$ cat src/design/btnlpr_pkg.sv
// ----------------------------------------------------------------------------
// btnlpr_pkg
// Shared types and constants for the button long-press / auto-repeat block.
// ----------------------------------------------------------------------------
package btnlpr_pkg;

    localparam int BUTTON_COUNT = 4;
    localparam int TIME_BITS    = 16;

    // Widths of the configuration fields and item fields
    localparam int MODE_FIELD_W = 2;
    localparam int TIME_FIELD_W = 16;
    localparam int PIN_W        = 4;
    localparam int IDX_W        = 2;
    localparam int OPC_W        = 3;
    localparam int CFG_DATA_W   = 64;
    localparam int CFG_ADDR_W   = 5;
    localparam int MODES_W      = 8;

    localparam logic [TIME_BITS-1:0] TIME_MAX = '1;

    typedef enum logic [OPC_W-1:0] {
        OP_TICK        = 3'd0,
        OP_RD_PRESSED  = 3'd1,
        OP_RD_RELEASED = 3'd2,
        OP_RD_TAP      = 3'd3,
        OP_RD_LONG     = 3'd4
    } op_t;

    typedef enum logic [MODE_FIELD_W-1:0] {
        MODE_PLAIN   = 2'd0,
        MODE_LONG    = 2'd1,
        MODE_REPEAT  = 2'd2,
        MODE_PLAIN_B = 2'd3
    } mode_t;

    // Register word indexes (byte address is 8 * index)
    localparam logic [1:0] REG_MODES   = 2'd0;
    localparam logic [1:0] REG_LONG_T  = 2'd1;
    localparam logic [1:0] REG_REPEAT_T = 2'd2;

    typedef struct packed {
        logic [MODES_W-1:0]    modes;
        logic [CFG_DATA_W-1:0] long_times;
        logic [CFG_DATA_W-1:0] repeat_times;
    } btnlpr_cfg_t;

    // Latched event flags of one button, also used as a clear mask
    typedef struct packed {
        logic pressed;
        logic released;
        logic tap;
        logic lng;
    } btnlpr_flags_t;

endpackage

$ cat src/design/btnlpr_ifs.sv
// ----------------------------------------------------------------------------
// btnlpr_ifs
// Valid/ready channels for request items and result items.
// ----------------------------------------------------------------------------
interface btnlpr_req_if;
    import btnlpr_pkg::*;

    logic             valid;
    logic             ready;
    logic [OPC_W-1:0] opcode;
    logic [PIN_W-1:0] pin_levels;
    logic [IDX_W-1:0] button_index;

    modport source (output valid, output opcode, output pin_levels,
                    output button_index, input ready);
    modport sink   (input valid, input opcode, input pin_levels,
                    input button_index, output ready);
endinterface

interface btnlpr_rsp_if;
    logic valid;
    logic ready;
    logic event_flag;

    modport source (output valid, output event_flag, input ready);
    modport sink   (input valid, input event_flag, output ready);
endinterface

$ cat src/design/btnlpr_cfg.sv
// ----------------------------------------------------------------------------
// btnlpr_cfg
// APB register file: button modes, long-press times, repeat times.
// ----------------------------------------------------------------------------
module btnlpr_cfg (
    input  logic                                clk,
    input  logic                                rst_n,
    input  logic                                psel,
    input  logic                                penable,
    input  logic                                pwrite,
    input  logic [btnlpr_pkg::CFG_ADDR_W-1:0]   paddr,
    input  logic [btnlpr_pkg::CFG_DATA_W-1:0]   pwdata,
    output logic [btnlpr_pkg::CFG_DATA_W-1:0]   prdata,
    output logic                                pready,
    output btnlpr_pkg::btnlpr_cfg_t             cfg
);
    import btnlpr_pkg::*;

    logic [MODES_W-1:0]    modes_reg;
    logic [CFG_DATA_W-1:0] long_reg;
    logic [CFG_DATA_W-1:0] repeat_reg;
    logic                  wr_en;
    logic [1:0]            word_sel;

    assign pready   = 1'b1;
    assign wr_en    = psel && penable && pwrite && pready;
    assign word_sel = paddr[CFG_ADDR_W-1:3];

    always_ff @(posedge clk or negedge rst_n)
    begin
        if (!rst_n)
        begin
            modes_reg  <= '0;
            long_reg   <= '0;
            repeat_reg <= '0;
        end
        else if (wr_en)
        begin
            case (word_sel)
                REG_MODES:    modes_reg  <= pwdata[MODES_W-1:0];
                REG_LONG_T:   long_reg   <= pwdata;
                REG_REPEAT_T: repeat_reg <= pwdata;
                default:      ;
            endcase
        end
    end

    always_comb
    begin
        case (word_sel)
            REG_MODES:    prdata = {{(CFG_DATA_W-MODES_W){1'b0}}, modes_reg};
            REG_LONG_T:   prdata = long_reg;
            REG_REPEAT_T: prdata = repeat_reg;
            default:      prdata = '0;
        endcase
    end

    assign cfg.modes        = modes_reg;
    assign cfg.long_times   = long_reg;
    assign cfg.repeat_times = repeat_reg;

endmodule

$ cat src/design/btnlpr_lane.sv
// ----------------------------------------------------------------------------
// btnlpr_lane
// One button: hold counter, debounce-free edge tracking and event flags.
// ----------------------------------------------------------------------------
module btnlpr_lane (
    input  logic                              clk,
    input  logic                              rst_n,
    input  logic                              tick_en,
    input  logic                              down,
    input  btnlpr_pkg::mode_t                 mode,
    input  logic [btnlpr_pkg::TIME_BITS-1:0]  long_time,
    input  logic [btnlpr_pkg::TIME_BITS-1:0]  repeat_time,
    input  btnlpr_pkg::btnlpr_flags_t         clr,
    output btnlpr_pkg::btnlpr_flags_t         flags
);
    import btnlpr_pkg::*;

    logic [TIME_BITS-1:0] hold_reg, hold_next;
    logic                 was_down_reg, was_down_next;
    btnlpr_flags_t        flags_reg, flags_next;
    logic [TIME_BITS-1:0] count_up;
    logic                 counting;
    logic                 long_hit;
    logic                 repeat_hit;

    assign counting = (mode == MODE_LONG) || (mode == MODE_REPEAT);

    always_comb
    begin
        // saturating increment
        if (counting && (hold_reg != TIME_MAX))
            count_up = hold_reg + 1'b1;
        else
            count_up = hold_reg;
        long_hit   = (mode == MODE_LONG) && (long_time != '0) && (count_up == long_time);
        repeat_hit = (mode == MODE_REPEAT) && (repeat_time != '0)
                     && (count_up == repeat_time);
    end

    always_comb
    begin
        hold_next     = hold_reg;
        was_down_next = was_down_reg;
        flags_next    = flags_reg;
        if (tick_en)
        begin
            if (was_down_reg && !down)
            begin
                flags_next.tap      = (hold_reg < long_time);
                flags_next.released = 1'b1;
                flags_next.pressed  = 1'b0;
                hold_next           = '0;
                was_down_next       = 1'b0;
            end
            else if (down)
            begin
                if (long_hit)
                begin
                    flags_next.lng = 1'b1;
                    hold_next      = count_up;
                end
                else if (repeat_hit)
                begin
                    flags_next.pressed = 1'b1;
                    hold_next          = '0;
                end
                else
                begin
                    hold_next = count_up;
                    if (!was_down_reg)
                    begin
                        flags_next.released = 1'b0;
                        flags_next.pressed  = 1'b1;
                        was_down_next       = 1'b1;
                    end
                end
            end
        end
        else
        begin
            flags_next = flags_reg & ~clr;
        end
    end

    always_ff @(posedge clk or negedge rst_n)
    begin
        if (!rst_n)
        begin
            hold_reg     <= '0;
            was_down_reg <= 1'b0;
            flags_reg    <= '0;
        end
        else
        begin
            hold_reg     <= hold_next;
            was_down_reg <= was_down_next;
            flags_reg    <= flags_next;
        end
    end

    assign flags = flags_reg;

endmodule

$ cat src/design/button_press_tap_longpress_repeat_unit.sv
// ----------------------------------------------------------------------------
// button_press_tap_longpress_repeat_unit
// Button event block with tap, long-press and auto-repeat detection.
// ----------------------------------------------------------------------------
// Usage:
//   req carries one beat per item: a tick (opcode 0) samples all active-low
//   pins in pin_levels and advances every button's hold counter and event
//   flags; a read (opcodes 1..4) returns one flag of button_index on rsp and
//   clears it. Reading a set long-press flag makes the next released read
//   return 0 once. Opcodes 5..7 are dropped silently.
//   Configuration is written over APB at byte addresses 0 (modes), 8 (long
//   times) and 16 (repeat times), 64-bit data, pready tied high.
// Timing:
//   A beat lands in the input register, is worked against the per-button
//   lanes, and a read result is registered in the output stage, which drives
//   rsp valid. One item per cycle is sustained while rsp is not stalled.
// Reset:
//   rst_n clears all counters, flags, the suppression bit, configuration and
//   both pipeline stages.
// Stall:
//   While rsp is stalled the held result stays put; ticks still advance, and
//   a read waits in the input register, so req ready drops only then.
// ----------------------------------------------------------------------------
module button_press_tap_longpress_repeat_unit (
    input  logic                                clk,
    input  logic                                rst_n,
    input  logic                                psel,
    input  logic                                penable,
    input  logic                                pwrite,
    input  logic [btnlpr_pkg::CFG_ADDR_W-1:0]   paddr,
    input  logic [btnlpr_pkg::CFG_DATA_W-1:0]   pwdata,
    output logic [btnlpr_pkg::CFG_DATA_W-1:0]   prdata,
    output logic                                pready,
    btnlpr_req_if.sink                          req,
    btnlpr_rsp_if.source                        rsp
);
    import btnlpr_pkg::*;

    btnlpr_cfg_t cfg;

    // input stage
    logic             in_vld_reg;
    logic [OPC_W-1:0] in_op_reg;
    logic [PIN_W-1:0] in_pins_reg;
    logic [IDX_W-1:0] in_idx_reg;

    // output stage
    logic out_vld_reg, out_vld_next;
    logic out_flag_reg, out_flag_next;

    logic suppress_reg, suppress_next;

    logic          advance;
    logic          has_result;
    logic          is_tick;
    logic          in_take;
    btnlpr_flags_t sel_flags;
    btnlpr_flags_t lane_flags [BUTTON_COUNT];
    btnlpr_flags_t lane_clr   [BUTTON_COUNT];
    btnlpr_flags_t clr_mask;
    logic          lane_hit   [BUTTON_COUNT];

    btnlpr_cfg u_cfg (
        .clk     (clk),
        .rst_n   (rst_n),
        .psel    (psel),
        .penable (penable),
        .pwrite  (pwrite),
        .paddr   (paddr),
        .pwdata  (pwdata),
        .prdata  (prdata),
        .pready  (pready),
        .cfg     (cfg)
    );

    // Classify the held item. A read needs a free output slot, a tick or an
    // unknown opcode never does.
    always_comb
    begin
        is_tick    = 1'b0;
        has_result = 1'b0;
        case (op_t'(in_op_reg))
            OP_TICK:        is_tick    = 1'b1;
            OP_RD_PRESSED,
            OP_RD_RELEASED,
            OP_RD_TAP,
            OP_RD_LONG:     has_result = 1'b1;
            default:        ;
        endcase
    end

    assign advance   = in_vld_reg && (!has_result || !out_vld_reg || rsp.ready);
    assign req.ready = !in_vld_reg || advance;
    assign in_take   = req.valid && req.ready;

    always_ff @(posedge clk or negedge rst_n)
    begin
        if (!rst_n)
            in_vld_reg <= 1'b0;
        else if (req.ready)
            in_vld_reg <= req.valid;
    end

    always_ff @(posedge clk)
    begin
        if (in_take)
        begin
            in_op_reg   <= req.opcode;
            in_pins_reg <= req.pin_levels;
            in_idx_reg  <= req.button_index;
        end
    end

    // Gather the flags of the addressed button; an index with no button
    // matches nothing and reads as zero.
    always_comb
    begin
        sel_flags = '0;
        for (int b = 0; b < BUTTON_COUNT; b++)
        begin
            lane_hit[b] = ({{(32-IDX_W){1'b0}}, in_idx_reg} == 32'(b));
            if (lane_hit[b])
                sel_flags = sel_flags | lane_flags[b];
        end
    end

    // Read decode: result value, clear mask and suppression update.
    always_comb
    begin
        out_flag_next = out_flag_reg;
        clr_mask      = '0;
        suppress_next = suppress_reg;
        if (advance && has_result)
        begin
            case (op_t'(in_op_reg))
                OP_RD_PRESSED:
                begin
                    out_flag_next    = sel_flags.pressed;
                    clr_mask.pressed = 1'b1;
                end
                OP_RD_RELEASED:
                begin
                    // a pending suppression eats this read, flag untouched
                    if (suppress_reg)
                    begin
                        out_flag_next = 1'b0;
                        suppress_next = 1'b0;
                    end
                    else
                    begin
                        out_flag_next     = sel_flags.released;
                        clr_mask.released = 1'b1;
                    end
                end
                OP_RD_TAP:
                begin
                    out_flag_next = sel_flags.tap;
                    clr_mask.tap  = 1'b1;
                end
                OP_RD_LONG:
                begin
                    out_flag_next = sel_flags.lng;
                    clr_mask.lng  = 1'b1;
                    if (sel_flags.lng)
                        suppress_next = 1'b1;
                end
                default: ;
            endcase
        end
    end

    genvar gb;
    generate
        for (gb = 0; gb < BUTTON_COUNT; gb++)
        begin : g_lane
            mode_t                mode_b;
            logic [TIME_BITS-1:0] long_b;
            logic [TIME_BITS-1:0] rep_b;
            logic                 down_b;

            if (gb < 4)
            begin : g_wired
                assign mode_b = mode_t'(cfg.modes[MODE_FIELD_W*gb +: MODE_FIELD_W]);
                assign long_b = cfg.long_times[TIME_FIELD_W*gb +: TIME_BITS];
                assign rep_b  = cfg.repeat_times[TIME_FIELD_W*gb +: TIME_BITS];
                assign down_b = !in_pins_reg[gb];
            end
            else
            begin : g_absent
                assign mode_b = MODE_PLAIN;
                assign long_b = '0;
                assign rep_b  = '0;
                assign down_b = 1'b0;
            end

            assign lane_clr[gb] = lane_hit[gb] ? clr_mask : '0;

            btnlpr_lane u_lane (
                .clk         (clk),
                .rst_n       (rst_n),
                .tick_en     (advance && is_tick),
                .down        (down_b),
                .mode        (mode_b),
                .long_time   (long_b),
                .repeat_time (rep_b),
                .clr         (lane_clr[gb]),
                .flags       (lane_flags[gb])
            );
        end
    endgenerate

    always_comb
    begin
        if (advance && has_result)
            out_vld_next = 1'b1;
        else if (rsp.ready)
            out_vld_next = 1'b0;
        else
            out_vld_next = out_vld_reg;
    end

    always_ff @(posedge clk or negedge rst_n)
    begin
        if (!rst_n)
        begin
            out_vld_reg  <= 1'b0;
            suppress_reg <= 1'b0;
        end
        else
        begin
            out_vld_reg  <= out_vld_next;
            suppress_reg <= suppress_next;
        end
    end

    always_ff @(posedge clk)
    begin
        out_flag_reg <= out_flag_next;
    end

    assign rsp.valid      = out_vld_reg;
    assign rsp.event_flag = out_flag_reg;

    // A tick leaves the output stage alone.
    a_tick_no_result: assert property (@(posedge clk) disable iff (!rst_n)
        advance && is_tick |=> out_vld_reg == $past(out_vld_reg && !rsp.ready))
        else $error("tick produced a result beat");

    // Every read that advances shows up in the output stage.
    a_read_gives_result: assert property (@(posedge clk) disable iff (!rst_n)
        advance && has_result |=> out_vld_reg)
        else $error("read item lost its result");

    // Only a long read can arm the suppression.
    a_suppress_source: assert property (@(posedge clk) disable iff (!rst_n)
        $rose(suppress_reg) |-> $past(advance && (in_op_reg == OP_RD_LONG)))
        else $error("suppression armed by a non-long read");

    // A suppressed released read returns zero.
    a_suppressed_zero: assert property (@(posedge clk) disable iff (!rst_n)
        advance && (in_op_reg == OP_RD_RELEASED) && suppress_reg |=> !out_flag_reg)
        else $error("suppressed released read returned one");

endmodule
$ cat src/flat_wrapper.sv
// flat-port wrapper written by rule: the top's interface ports become plain ports
module button_press_tap_longpress_repeat_unit_flat import btnlpr_pkg::*;
  (clk, rst_n, psel, penable, pwrite, paddr, pwdata, prdata, pready, req_valid, req_opcode, req_pin_levels, req_button_index, req_ready, rsp_valid, rsp_event_flag, rsp_ready);
  btnlpr_req_if req_i ();
  btnlpr_rsp_if rsp_i ();
  input  logic clk;
  input  logic rst_n;
  input  logic psel;
  input  logic penable;
  input  logic pwrite;
  input  logic [btnlpr_pkg::CFG_ADDR_W-1:0] paddr;
  input  logic [btnlpr_pkg::CFG_DATA_W-1:0] pwdata;
  output logic [btnlpr_pkg::CFG_DATA_W-1:0] prdata;
  output logic pready;
  input wire logic [$bits(req_i.valid)-1:0] req_valid;
  input wire logic [$bits(req_i.opcode)-1:0] req_opcode;
  input wire logic [$bits(req_i.pin_levels)-1:0] req_pin_levels;
  input wire logic [$bits(req_i.button_index)-1:0] req_button_index;
  output wire logic [$bits(req_i.ready)-1:0] req_ready;
  output wire logic [$bits(rsp_i.valid)-1:0] rsp_valid;
  output wire logic [$bits(rsp_i.event_flag)-1:0] rsp_event_flag;
  input wire logic [$bits(rsp_i.ready)-1:0] rsp_ready;
  assign req_i.valid = req_valid;
  assign req_i.opcode = req_opcode;
  assign req_i.pin_levels = req_pin_levels;
  assign req_i.button_index = req_button_index;
  assign req_ready = req_i.ready;
  assign rsp_valid = rsp_i.valid;
  assign rsp_event_flag = rsp_i.event_flag;
  assign rsp_i.ready = rsp_ready;
  button_press_tap_longpress_repeat_unit u_core (.clk(clk), .rst_n(rst_n), .psel(psel), .penable(penable), .pwrite(pwrite), .paddr(paddr), .pwdata(pwdata), .prdata(prdata), .pready(pready), .req(req_i), .rsp(rsp_i));
endmodule
$ cat config.mk
export PLATFORM = sky130hd
export DESIGN_NAME = button_press_tap_longpress_repeat_unit_flat
export DESIGN_NICKNAME = d
export VERILOG_FILES = /design/src/design/btnlpr_pkg.sv /design/src/design/btnlpr_ifs.sv /design/src/design/btnlpr_cfg.sv /design/src/design/btnlpr_lane.sv /design/src/design/button_press_tap_longpress_repeat_unit.sv /design/src/flat_wrapper.sv
export SDC_FILE = /design/constraint.sdc
export NUM_CORES = 1
export LEC_CHECK = 0
export ABC_AREA = 1
export ABC_CLOCK_PERIOD_IN_PS = 7100
export BUFFER_PORTS_ARGS = -buffer_cell sky130_fd_sc_hd__buf_2
export CAP_MARGIN = 20
export CORE_ASPECT_RATIO = 1.25
export CORE_MARGIN = 10
export CORE_UTILIZATION = 27
export CTS_CLUSTER_SIZE = 14
export DETAILED_ROUTE_END_ITERATION = 10
export PLACE_DENSITY_LB_ADDON = 0.05
export SETUP_SLACK_MARGIN = 0.15
export SLEW_MARGIN = 10
export SYNTH_ARGS = -nofsm -noshare
export SYNTH_HDL_FRONTEND = slang
export SYNTH_SLANG_ARGS = --single-unit
export TNS_END_PERCENT = 5
$ cat constraint.sdc
create_clock -name clk -period 7.1 [get_ports clk]
set_clock_uncertainty 0.15 [all_clocks]
set_input_delay 0.355 -clock clk [delete_from_list [all_inputs] [get_ports clk]]
set_output_delay 0.355 -clock clk [all_outputs]
set_load 0.01 [all_outputs]
### After elaboration in Yosys (flattened, before gate mapping)

Index checks and enable logic that the tools add are counted.

* output and inout port bits: 68
* word-level logic and storage cells: 314
* bits in registers: 233
* input bits: 85

* bitwise operators: 11
* equal/unequal tests: 78
* reductions and logical operators: 80
* add/sub/neg operators: 4
* muxes and demuxes: 103
* order comparisons: 4

Operators by type and width (count)
* two-way mux 16 bit: 20
* one-hot mux 64 bit (3 select lines): 1
* == test 16 bit: 8
* nonzero test 16 bit: 8
* adder 16 x 1 -> 16 bit, second input constant: 4
* < comparator 16 bit: 4
* inequality test 16 bit, second input constant: 4
* two-way mux 4 bit: 13
* two-way mux 1 bit: 51
* inequality test 3 bit, second input constant: 13
* inequality test 2 bit, second input constant: 18
* two-way mux 2 bit: 16
* AND reduction 4 bit: 8
* logical AND 1 bit: 30
* AND reduction 3 bit: 9
* inequality test 2 x 1 -> 1 bit, second input constant: 11
* AND 4 bit: 4
* NOT 4 bit: 4
* AND reduction 2 bit: 8
* == test 2 bit, second input constant: 7
* == test 2 x 1 -> 1 bit, second input constant: 6
* inequality test 4 bit, second input constant: 3
* bitwise OR 4 bit: 3
* inequality test 3 x 2 -> 1 bit, second input constant: 3
* other kinds (13): 24

### Logic depth before layout (Yosys ltp)

* word-level depth: 13
* gate-level depth with buffers: 21
* mapped depth without buffers: 21

### Modules after synthesis

Synthesis repeated with hierarchy kept, for this count alone.

* cell total of the unflattened synthesis: 2886
* area, all modules: 18408.9 µm²

Modules (own cells, without submodules)
* btnlpr_cfg: seq. area each 3403.3 µm², area each 6133.4 µm², times used 1, cells an instance 802
* btnlpr_lane (u_core.g_lane[0].u_lane ...): seq. area each 525.5 µm², area each 2986.6 µm², times used 2, cells an instance 504
* btnlpr_lane (u_core.g_lane[2].u_lane ...): seq. area each 525.5 µm², area each 2753.9 µm², times used 2, cells an instance 486
* button_press_tap_longpress_repeat_unit: seq. area each 375.4 µm², area each 794.5 µm², times used 1, cells an instance 104

### Worst setup path after synthesis

Ideal clock, no wire load.

* kind: reg2reg
* from: reg u_core.g_lane[3].u_lane.hold_reg[0]
* to: reg u_core.g_lane[3].u_lane.hold_reg[13]
* period minus slack after synthesis: 2648 ps
* arrival time: 2379 ps
* setup slack: 4452 ps
* stages on the path, launching flop included: 18
* setup time: 119 ps
* required time: 6831 ps
* buffers on the path: 2
* cell sequence: dfrtp_1 > ha_1 > nand2_1 > nor2_2 > nand2_2 > inv_2 > nand3_4 > buf_6 > nand3_1 > nand2_2 > xor2_1 > nor3_1 > nand2_1 > nor2_4 > nand2_2 > nand2_4 > buf_6 > o21ai_2

* word-level cells in the longest chain between the ends: 9
* elaborated cells on any way between the ends: 12
* those cells by class: 1 x add/sub; 3 x eq/ne; 5 x mux; 3 x reduce/logical

RTL lines
* from (decl): line btnlpr_lane.sv:18 `logic [TIME_BITS-1:0] hold_reg, hold_next;`
* from (signal assigned): line btnlpr_lane.sv:95 `hold_reg <= hold_next;`
* branches (longest 2 deep; another with adder 16 x 1 -> 16 bit)
* two-way mux 16 bit *: line btnlpr_lane.sv:31 `if (counting && (hold_reg != TIME_MAX))`
* == test 16 bit: line btnlpr_lane.sv:37 `&& (count_up == repeat_time);`
* logical AND 1 bit: line btnlpr_lane.sv:37
* two-way mux 16 bit: line btnlpr_lane.sv:62 `else if (repeat_hit)`
* two-way mux 16 bit *: line btnlpr_lane.sv:57 `if (long_hit)`
* two-way mux 16 bit *: line btnlpr_lane.sv:55 `else if (down)`
* two-way mux 16 bit *: line btnlpr_lane.sv:47 `if (was_down_reg && !down)`

Mark *: on every way between the ends. The select of a mux whose other input is x is not followed.
A chain may end at the register's enable or synchronous reset.

### Worst setup path in the final report

* from: reg u_core.g_lane[3].u_lane.hold_reg[0]
* to: reg u_core.g_lane[3].u_lane.hold_reg[15]

Same word-level chain as after synthesis.

==> reports/metrics.json <==
{
  "status": "completed",
  "detailedRoute.firstPassIterationCount": 5,
  "timing.max_slew.rel_slack_pct": 25.73,
  "critical_path.endpoint_type": "flip-flop",
  "grt_first_pass_wirelength_mm": 108.8,
  "clk_pin_slew_ns": 0.06,
  "timing.final.crit_share_pct": 53.91,
  "ir_worst_vdd_v": 0.0001745,
  "slew_viol_final": 0,
  "drt-initial-drc-count": 1254,
  "setup_total_negative_slack_ns": 0,
  "fraction_of_layout_instances_using_a_drive_strength_above_1_pct": 10.39,
  "power.clock.fraction_pct": 22.3,
  "power.switching_uw": 3129,
  "worst-setup-path-type": "reg -> reg",
  "worst_pin_slew_ns": 1.114,
  "postSynthNetCount": 2750,
  "antenna_found_initial": 0,
  "post-route-drc-count": 0,
  "syn-instance-count": 2593,
  "synth_top_cell_by_area": "dfrtp_1",
  "period_minus_slack_ns": 3.828,
  "yosys.cell_count.top_type": "nand2_1",
  "timing.critical_path.cells": "ha_1 > nand2_1 > nor2_2 > nand2_2 > inv_2 > nand3_4 > nand2_2 > nand2_1 > nand3_1 > nand3_1 > nor3_1 > nand2_1 > nor2_4 > nand2_2 > nand2_4 > o21ai_0",
  "timing.critical_path.slowest_cell_delay_ns": 0.57,
  "synthesis.area_per_instance_um2": 6.620,
  "synth.yosys.warnings": 0,
  "required_ns": 7.41,
  "rows": 103,
  "core-area_mm2": 0.06315,
  "antenna_cells_inserted": 0,
  "dieArea_mm2": 0.07413,
  "dpl.hpwl_mm": 52.90,
  "die_w_um": 245.5,
  "groute.usage.overall_pct": 18.73,
  "num-nets-final": 2946,
  "crit_slowest_cell": "dfrtp_1",
  "post_cts_resized": 0,
  "cts.repair_timing.setup_buffer_count": 0,
  "multiInputGateArea_mm2": 0.009799,
  "timing.critical_path.arrival_ns": 4.14,
  "syn-cell-area_mm2": 0.01717,
  "net_switching_share_of_the_total_power_pct": 47.40,
  "synthFlopType": "dfrtp_1",
  "worstRegToRegCells": 16,
  "setup_viol": 0,
  "final_critical_path_setup_slack_ns": 3.272,
  "number_of_fill_cells_in_the_layout": 7003,
  "detailroute.via_count": 17970,
  "globalRoute.totalOverflow": 0,
  "synth_largest_type_area_fraction_pct": 32.51,
  "post_synth_most_frequent_cells": "nand2_1, inv_1, nand3_1, dfrtp_1, nor2_1",
  "start_kind": "flip-flop",
  "start_util_pct": 27.18,
  "detail_route.wirelength_mm": 70.87,
  "hold_path_class": "in -> async",
  "cts-root-buf": "clkbuf_16",
  "critical_path_buf_inv_count": 1,
  "power.static_leakage_uw": 0.009866,
  "average_vias_per_placed_instance": 4.922,
  "tritoncts": "yes",
  "drv_cap": 0,
  "pwr-share-comb_pct": 45.6,
  "ys_types": 55,
  "clock_sinks": 233,
  "synth-async-reset-ratio_pct": 95.71,
  "first_global_vias": 17795,
  "cts_hold_buffers": 77,
  "cp_top_family": "simple AND/OR/NAND/NOR gates",
  "cp.depth": 16,
  "final_hold_viol_count": 0,
  "layout-area-overhead-vs-synth_pct": 18.83,
  "globalplace.congestion": 0.8853,
  "dpl_worst_slack_ns": 3.225,
  "grt_setup_unrepaired": "false",
  "intPower_uw": 3473,
  "clk_path_buf_depth": 3,
  "maximum_fanout_along_the_worst_path": 22,
  "ys_ff_latch": 233,
  "clock_tree.htree_level_count": 1,
  "die_h_um": 301.9,
  "boundaryPins": 153,
  "synthTopCellsByArea": "dfrtp_1, nand2_1, nand3_1, inv_1, ha_1",
  "cts-buffers-inserted": 30,
  "synth_seq_area_share_pct": 34.26,
  "fmaxAchievable_mhz": 261.2,
  "final_antenna_net_count": 0,
  "power_per_cell_area_mw_per_mm2": 323.7,
  "synth_enable_flop_cells": 10,
  "share_seq_of_total_power_pct": 32.0,
  "grt_start_max_net_pins": 135,
  "placement.io_buffers": 148,
  "layout.area.seq_mm2": 0.005881,
  "routedWlPerCell_um": 19.41,
  "clkLatencyLatePin_ns": 0.60
}
cells by family (layout without fill, tap and decap cells):
group | count (synthesis) | count (layout) | synth area share [%]
buf+inv | 376 | 594 | 8.819
xor+xnor | 25 | 25 | 1.276
compound gates | 362 | 362 | 12.18
simple gates | 1524 | 1524 | 38.20
flops | 233 | 233 | 34.26
fa+ha+maj | 72 | 72 | 5.248
other cells | 1 | 1 | 0.02184
layout by cell type, fill, tap and decap left out, types with 11 or more instances in the layout:
cell,netlist,final
nand2_1,893,892
inv_1,294,294
nand3_1,241,241
dfrtp_1,223,223
nor2_1,206,203
o21ai_0,180,180
buf_2,8,147
nand4_1,82,82
dlygate4sd3_1,0,77
ha_1,72,72
o22ai_1,57,57
a21oi_1,44,44
clkbuf_16,0,31
nand2_2,29,30
xor2_1,22,22
o21ai_2,20,22
nor3_1,20,20
nor2_2,11,12
o21ai_1,14,12
clkbuf_1,45,12
nor4_1,11,11
buf_4,4,11
power by group through the flow:
| stage | clock network (uW) | logic, uW | registers, uW |
|---|---|---|---|
| 6_report | 1480 | 3010 | 2110 |
| 4_1_cts | 1530 | 3030 | 2110 |
| 5_1_grt | 1590 | 3430 | 2170 |
| 3_5_place_dp | 0 | 2980 | 2130 |
| 3_3_place_gp | 0 | 2960 | 2140 |
| 2_1_floorplan | 0 | 2130 | 1940 |
through the flow:
| stage | hold WS, ns | utilization (%) | std cells | cell area, um^2 | power [uW] |
|---|---|---|---|---|---|
| after global placement | 0.2919 | 29.65 | 3520 | 18720 | 5101 |
| after detailed placement | 0.2930 | 29.65 | 3520 | 18720 | 5108 |
| after floorplan | -0.09059 | - | 2593 | 17170 | 4068 |
| final | 0.2065 | 32.30 | 3651 | 20400 | 6602 |
| after CTS | 0.2636 | 32.30 | 3651 | 20400 | 6674 |
| after global routing | 0.2656 | 32.30 | 3651 | 20400 | 7197 |
per-layer routing:
| layer | track usage, % | wire (um) | vias up |
|---|---|---|---|
| li1 | - | - | 8905 |
| met1 | 24.63 | 32300 | 8593 |
| met2 | 31.81 | 33770 | 389 |
| met3 | 2.374 | 3172 | 83 |
| met4 | 4.855 | 1636 | 0 |
| met5 | 0 | 0 | - |
final timing paths:
path	startpoint	endpoint	slack, ns
setup / recovery	u_core.g_lane[3].u_lane.hold_reg[0]	u_core.g_lane[3].u_lane.hold_reg[15]	3.27
hold / removal	rst_n	u_core.u_cfg.long_reg[57]	0.21
setup reg to reg	u_core.g_lane[3].u_lane.hold_reg[0]	u_core.g_lane[3].u_lane.hold_reg[15]	3.27
hold reg to reg	u_core.g_lane[2].u_lane.flags[3]	u_core.g_lane[2].u_lane.flags[3]	0.35
max in group asynchronous	rst_n	u_core.u_cfg.long_reg[9]	5.24
min in group clk	req_pin_levels[1]	u_core.in_pins_reg[1]	0.31
worst register-to-register path, stage by stage, from the launching register on:
cell and delay, ns:
dfrtp_1 0.57, ha_1 0.34, nand2_1 0.11, nor2_2 0.23, nand2_2 0.11, inv_2 0.09
nand3_4 0.24, nand2_2 0.39, nand2_1 0.15, nand3_1 0.11, nand3_1 0.10, nor3_1 0.31
nand2_1 0.18, nor2_4 0.16, nand2_2 0.10, nand2_4 0.24, o21ai_0 0.13
cell type report:
cell class / count / area share, %
inverters: 303 / 5.576
clock buffers: 47 / 4.294
multi-input cells: 1984 / 48.04
clock inverters: 7 / 0.1472
well taps: 840 / 5.152
repair buffers: 237 / 7.962
flip-flops and latches: 233 / 28.83
No activity file was read; power rests on OpenSTA's default activity.
